`src/rtl/kmq_pkg.sv`:
```
// kmq_pkg: shared types and codes for the k-means color quantizer
// no dependencies
`timescale 1ns / 1ps
package kmq_pkg;
  localparam int MAX_MEANS    = 16;
  localparam int CHANNEL_BITS = 16;

  typedef enum logic [1:0] {
    FUNC_LOAD  = 2'd0,
    FUNC_ACCUM = 2'd1,
    FUNC_END   = 2'd2,
    FUNC_CLASS = 2'd3
  } func_t;

  typedef struct packed {
    logic [1:0]  func;
    logic [3:0]  mean_index;
    logic [15:0] in_red;
    logic [15:0] in_green;
    logic [15:0] in_blue;
  } in_item_t;

  typedef struct packed {
    logic [3:0]  nearest_index;
    logic [15:0] out_red;
    logic [15:0] out_green;
    logic [15:0] out_blue;
  } out_item_t;

  // controller to datapath
  typedef struct packed {
    logic capture;
    logic load_mean;
    logic scan_first;
    logic scan_step;
    logic accum;
    logic div_start;
    logic div_write;
    logic clear_all;
    logic read_mean;
  } cmd_t;

  // datapath to controller
  typedef struct packed {
    logic [1:0] func;
    logic       scan_last;
    logic       div_done;
    logic       div_last;
  } stat_t;
endpackage

```
`src/rtl/kmq_ctrl.sv`:
```
// kmq_ctrl: sequencer for load, scan, accumulate, divide and result handoff
// depends on kmq_pkg
`timescale 1ns / 1ps
module kmq_ctrl (
  input  logic           clk,
  input  logic           rst_n,
  input  logic           in_valid,
  output logic           in_stall,
  output logic           out_valid,
  input  logic           out_stall,
  input  kmq_pkg::stat_t stat,
  output kmq_pkg::cmd_t  cmd
);
  import kmq_pkg::*;

  typedef enum logic [6:0] {
    S_IDLE = 7'b0000001,
    S_DISP = 7'b0000010,
    S_SCAN = 7'b0000100,
    S_PICK = 7'b0001000,
    S_DIVS = 7'b0010000,
    S_DIVR = 7'b0100000,
    S_OUT  = 7'b1000000
  } state_t;

  state_t state_r, state_nxt;

  assign in_stall = (state_r != S_IDLE);
  assign out_valid = (state_r == S_OUT);

  always_comb begin
    cmd = '0;
    state_nxt = state_r;
    case (state_r)
      S_IDLE: begin
        if (in_valid) begin
          cmd.capture = 1'b1;
          state_nxt = S_DISP;
        end
      end
      S_DISP: begin
        case (stat.func)
          FUNC_LOAD: begin
            cmd.load_mean = 1'b1;
            state_nxt = S_OUT;
          end
          FUNC_END: state_nxt = S_DIVS;
          default: begin
            cmd.scan_first = 1'b1;
            state_nxt = stat.scan_last ? S_PICK : S_SCAN;
          end
        endcase
      end
      S_SCAN: begin
        cmd.scan_step = 1'b1;
        if (stat.scan_last) state_nxt = S_PICK;
      end
      S_PICK: begin
        if (stat.func == FUNC_ACCUM) cmd.accum = 1'b1;
        else cmd.read_mean = 1'b1;
        state_nxt = S_OUT;
      end
      S_DIVS: begin
        cmd.div_start = 1'b1;
        state_nxt = S_DIVR;
      end
      S_DIVR: begin
        if (stat.div_done) begin
          cmd.div_write = 1'b1;
          if (stat.div_last) begin
            cmd.clear_all = 1'b1;
            state_nxt = S_OUT;
          end else state_nxt = S_DIVS;
        end
      end
      S_OUT: begin
        if (!out_stall) state_nxt = S_IDLE;
      end
      default: state_nxt = S_IDLE;
    endcase
  end

  always_ff @(posedge clk) begin
    if (!rst_n) state_r <= S_IDLE;
    else state_r <= state_nxt;
  end

  assert property (@(posedge clk) disable iff (!rst_n)
    (state_r == S_OUT && out_stall) |=> state_r == S_OUT)
    else $error("result dropped under stall");
  assert property (@(posedge clk) disable iff (!rst_n)
    cmd.capture |-> state_r == S_IDLE)
    else $error("request taken while busy");
  assert property (@(posedge clk) disable iff (!rst_n)
    cmd.clear_all |-> cmd.div_write)
    else $error("clear without last write");
endmodule

```
`config.mk`:
```
export PLATFORM = sky130hd
export DESIGN_NAME = kmq_ctrl
export DESIGN_NICKNAME = d
export VERILOG_FILES = /design/src/rtl/kmq_pkg.sv /design/src/rtl/kmq_ctrl.sv
export SDC_FILE = /design/constraint.sdc
export NUM_CORES = 1
export LEC_CHECK = 0
export BUFFER_PORTS_ARGS = -buffer_cell sky130_fd_sc_hd__buf_2
export CAP_MARGIN = 5
export CORE_AREA = 2 2 39 41
export CTS_CLUSTER_SIZE = 40
export DETAILED_ROUTE_END_ITERATION = 8
export DIE_AREA = 0 0 41 43
export MAX_ROUTING_LAYER = met4
export PLACE_DENSITY = 0.63
export SLEW_MARGIN = 20
export SYNTH_ARGS = -nofsm -noshare
export SYNTH_HDL_FRONTEND = slang
export SYNTH_SLANG_ARGS = --single-unit
```
`constraint.sdc`:
```
create_clock -name clk -period 3.1 [get_ports clk]
set_input_delay 0.31 -clock clk [delete_from_list [all_inputs] [get_ports clk]]
set_output_delay 0.31 -clock clk [all_outputs]
set_load 0.1 [all_outputs]
```
==> impl_metrics.ini <==
[run_status]
status = complete, no violations

[clock_network]
h-tree-depth = 1
cts_tree = done
cts_hold_buffers = 0
cts_buffer_depth = 2
postCtsSetupBuffers = 0
clkTransAtPathRegs_ns = 0.05
cts_buffers = 3
cts_resized = 0
clock-sinks = 7
clk-insertion-delay-late_ns = 0.24
cts_root_buffer = clkbuf_4

[grt]
grt_util_met1 = 0.207
grt_max_degree = 9
grt_pass1_wl_um = 1840
gr-usage-all-layers = 0.157
grt_pass1_vias = 470
antenna_found_initial = 0
groute.layer.met2.usage = 0.209
busiest_layer = met2
grt_overflow = 0
gr-usage-met3 = 0.0314

[finish]
nNetsFinal = 99
drive_above_1_share = 0.382
n_antenna_cell = 0
area_growth_pct = 28.7
top_register = state_r
largest_reg_flops = 7
fillers = 139
stdcell_count = 105
reg_top3 = state_r: 7 flops

[pwr]
seqPwrFrac = 0.381
total_leakage_power_nw = 0.316
comb_power_share = 0.315
peakVddDrop_mv = 0.216
cellInternalPower_mw = 0.166
power_frac_clock = 0.304
switchingPower_mw = 0.0933
cellPowerDensity_nw_per_um2 = 392
totalPowerFinal_mw = 0.260
swShare = 0.359

[routing]
routed_wl_um = 1170
via_count = 560
vias_per_cell = 5.33
wl_per_cell_um = 11.2
route.detailed.drc = 0
detail_route.first_pass.iterations = 4
drtIter0Drc = 21
ant_nets = 0

[logic_synthesis]
synthArstFlopShare = 0
synth_nets = 76
ys_warn_count = 0
avgSynthCellArea_um2 = 7.68
yosysSeqAreaShare = 0.273
synth_seq_cells = 7
synth_top_area_share = 0.273
synth_edf_count = 0
synth_cells = 67
synth_cell_type_count = 32
synth_top_cell_by_area = dfxtp_1
synth_area_leaders = dfxtp_1 (27%), nor2_1 (7.3%), a21oi_1 (4.9%)
syn-cell-area_um2 = 514
synth_ff_type = dfxtp_1

[timing]
setup_viol = 0
hold_viol = 0
setup_ws_ns = 0.979
timing.final.crit_period_ns = 2.12
drv_slew = 0
fin_setup_tns_ns = 0
fin_skew_ns = 0.000607
min_period_over_period = 0.684
tightestPinTransition_ns = 0.488
slew-limit-headroom = 0.677
fmax_mhz = 471
grt_setup_unrepaired = false
hold_slack_ns = 0.259

[die]
core_um2 = 1380
chipHeight_um = 43
rows = 14
pin_count = 20
die-area_um2 = 1760
die_w_um = 41
start_util = 0.372

[setup_path]
reg2reg_to = state_r[6]
regToRegSetupSlack_ns = 1.37
required_ns = 2.79
cp_data_arrival_time_ns = 1.81
worstPathMaxFanout = 6
reg2reg_depth = 5
worst_setup_path_start_kind = register
path_class = register to output pin
r2r_start = state_r[1]
end_kind = output pin

[worst_hold_path]
worstHoldPathType = input pin to register
hold_start = rst_n
min_to = state_r[0]
hold_depth = 2

[placement]
io_buffers = 19
pre_cts_ws_ns = 1.25
gp_congestion = 0.741
placed_cells = 101
place_hpwl_um = 970

[job]
maxCapViolCount = 0
per-layer routing:
layer / vias up / share of wire / wire [um]
li1: 283 / - / -
met1: 251 / 0.46 / 544
met2: 22 / 0.45 / 526
met3: 4 / 0.063 / 74
met4: 0 / 0.022 / 26
met5: - / 0 / 0
synth_stat cells, types with 2 or more instances:
master,count
a21oi_1,5
and2_1,3
dfxtp_1,7
inv_1,4
nand2_1,4
nand3_1,2
nor2_1,10
nor2b_1,2
nor3_1,4
nor3b_1,3
nor4_1,2
layout by cell type (no fill, tap or decap), types with 2 or more instances in the layout:
cell type  instances
a21oi_1            5
and2_1             3
buf_2             19
clkbuf_4           3
dfxtp_1            7
inv_1              4
nand2_1            4
nand3_1            2
nor2_1             9
nor2_2             2
nor2b_1            2
nor3_1             4
nor3b_2            4
nor4_1             2
critical path, stage by stage (launching register included):
cell and delay (ns):
dfxtp_1 0.37, nor3_1 0.25, nand2_1 0.13, nor3b_2 0.25
and2_1 0.15, buf_2 0.41
cell type report:
cell class / instances / area, um2 / share of cell area
tap: 16 / 20.0 / 0.0302
inverter: 5 / 18.8 / 0.0284
sequential: 7 / 140 / 0.212
timing repair buffer: 19 / 95.1 / 0.144
clock buffer: 4 / 26.3 / 0.0397
multi-input combinational: 54 / 362 / 0.546
how the worst max path moves through the flow:
stage | start | to | slack (ns) | depth (start not counted)
2_1_floorplan | state_r[1] | cmd[1] | 0.32 | 5
3_3_place_gp | state_r[2] | cmd[6] | 1.22 | 5
3_5_place_dp | state_r[2] | cmd[6] | 1.25 | 5
4_1_cts | state_r[1] | cmd[4] | 0.98 | 4
5_1_grt | state_r[1] | cmd[4] | 0.87 | 4
6_report | state_r[2] | cmd[6] | 0.98 | 5
power groups by stage:
stage	Combinational, mW	Sequential [mW]	Clock (mW)
after floorplan	0.0692	0.0980	0
after global placement	0.0825	0.100	0
after detailed placement	0.0820	0.100	0
after CTS	0.0824	0.0987	0.0805
after global routing	0.0870	0.0992	0.0863
final	0.0818	0.0989	0.0790
cells by family after synthesis:
kind of cell,after synthesis,share of synthesized area
and+or+nand+nor,40,0.467
AOI/OAI and AO/OA,12,0.165
DFF,7,0.272
buffers and inverters,6,0.0584
xor gates and xnor gates,1,0.0170
muxes,1,0.0195
per-stage QoR:
step	utilization	area [um2]
5_1_grt	0.478	662
3_3_place_gp	0.459	636
6_report	0.478	662
4_1_cts	0.478	662
3_5_place_dp	0.459	636
2_1_floorplan	-	532
Power figures use the tool's default switching activity.
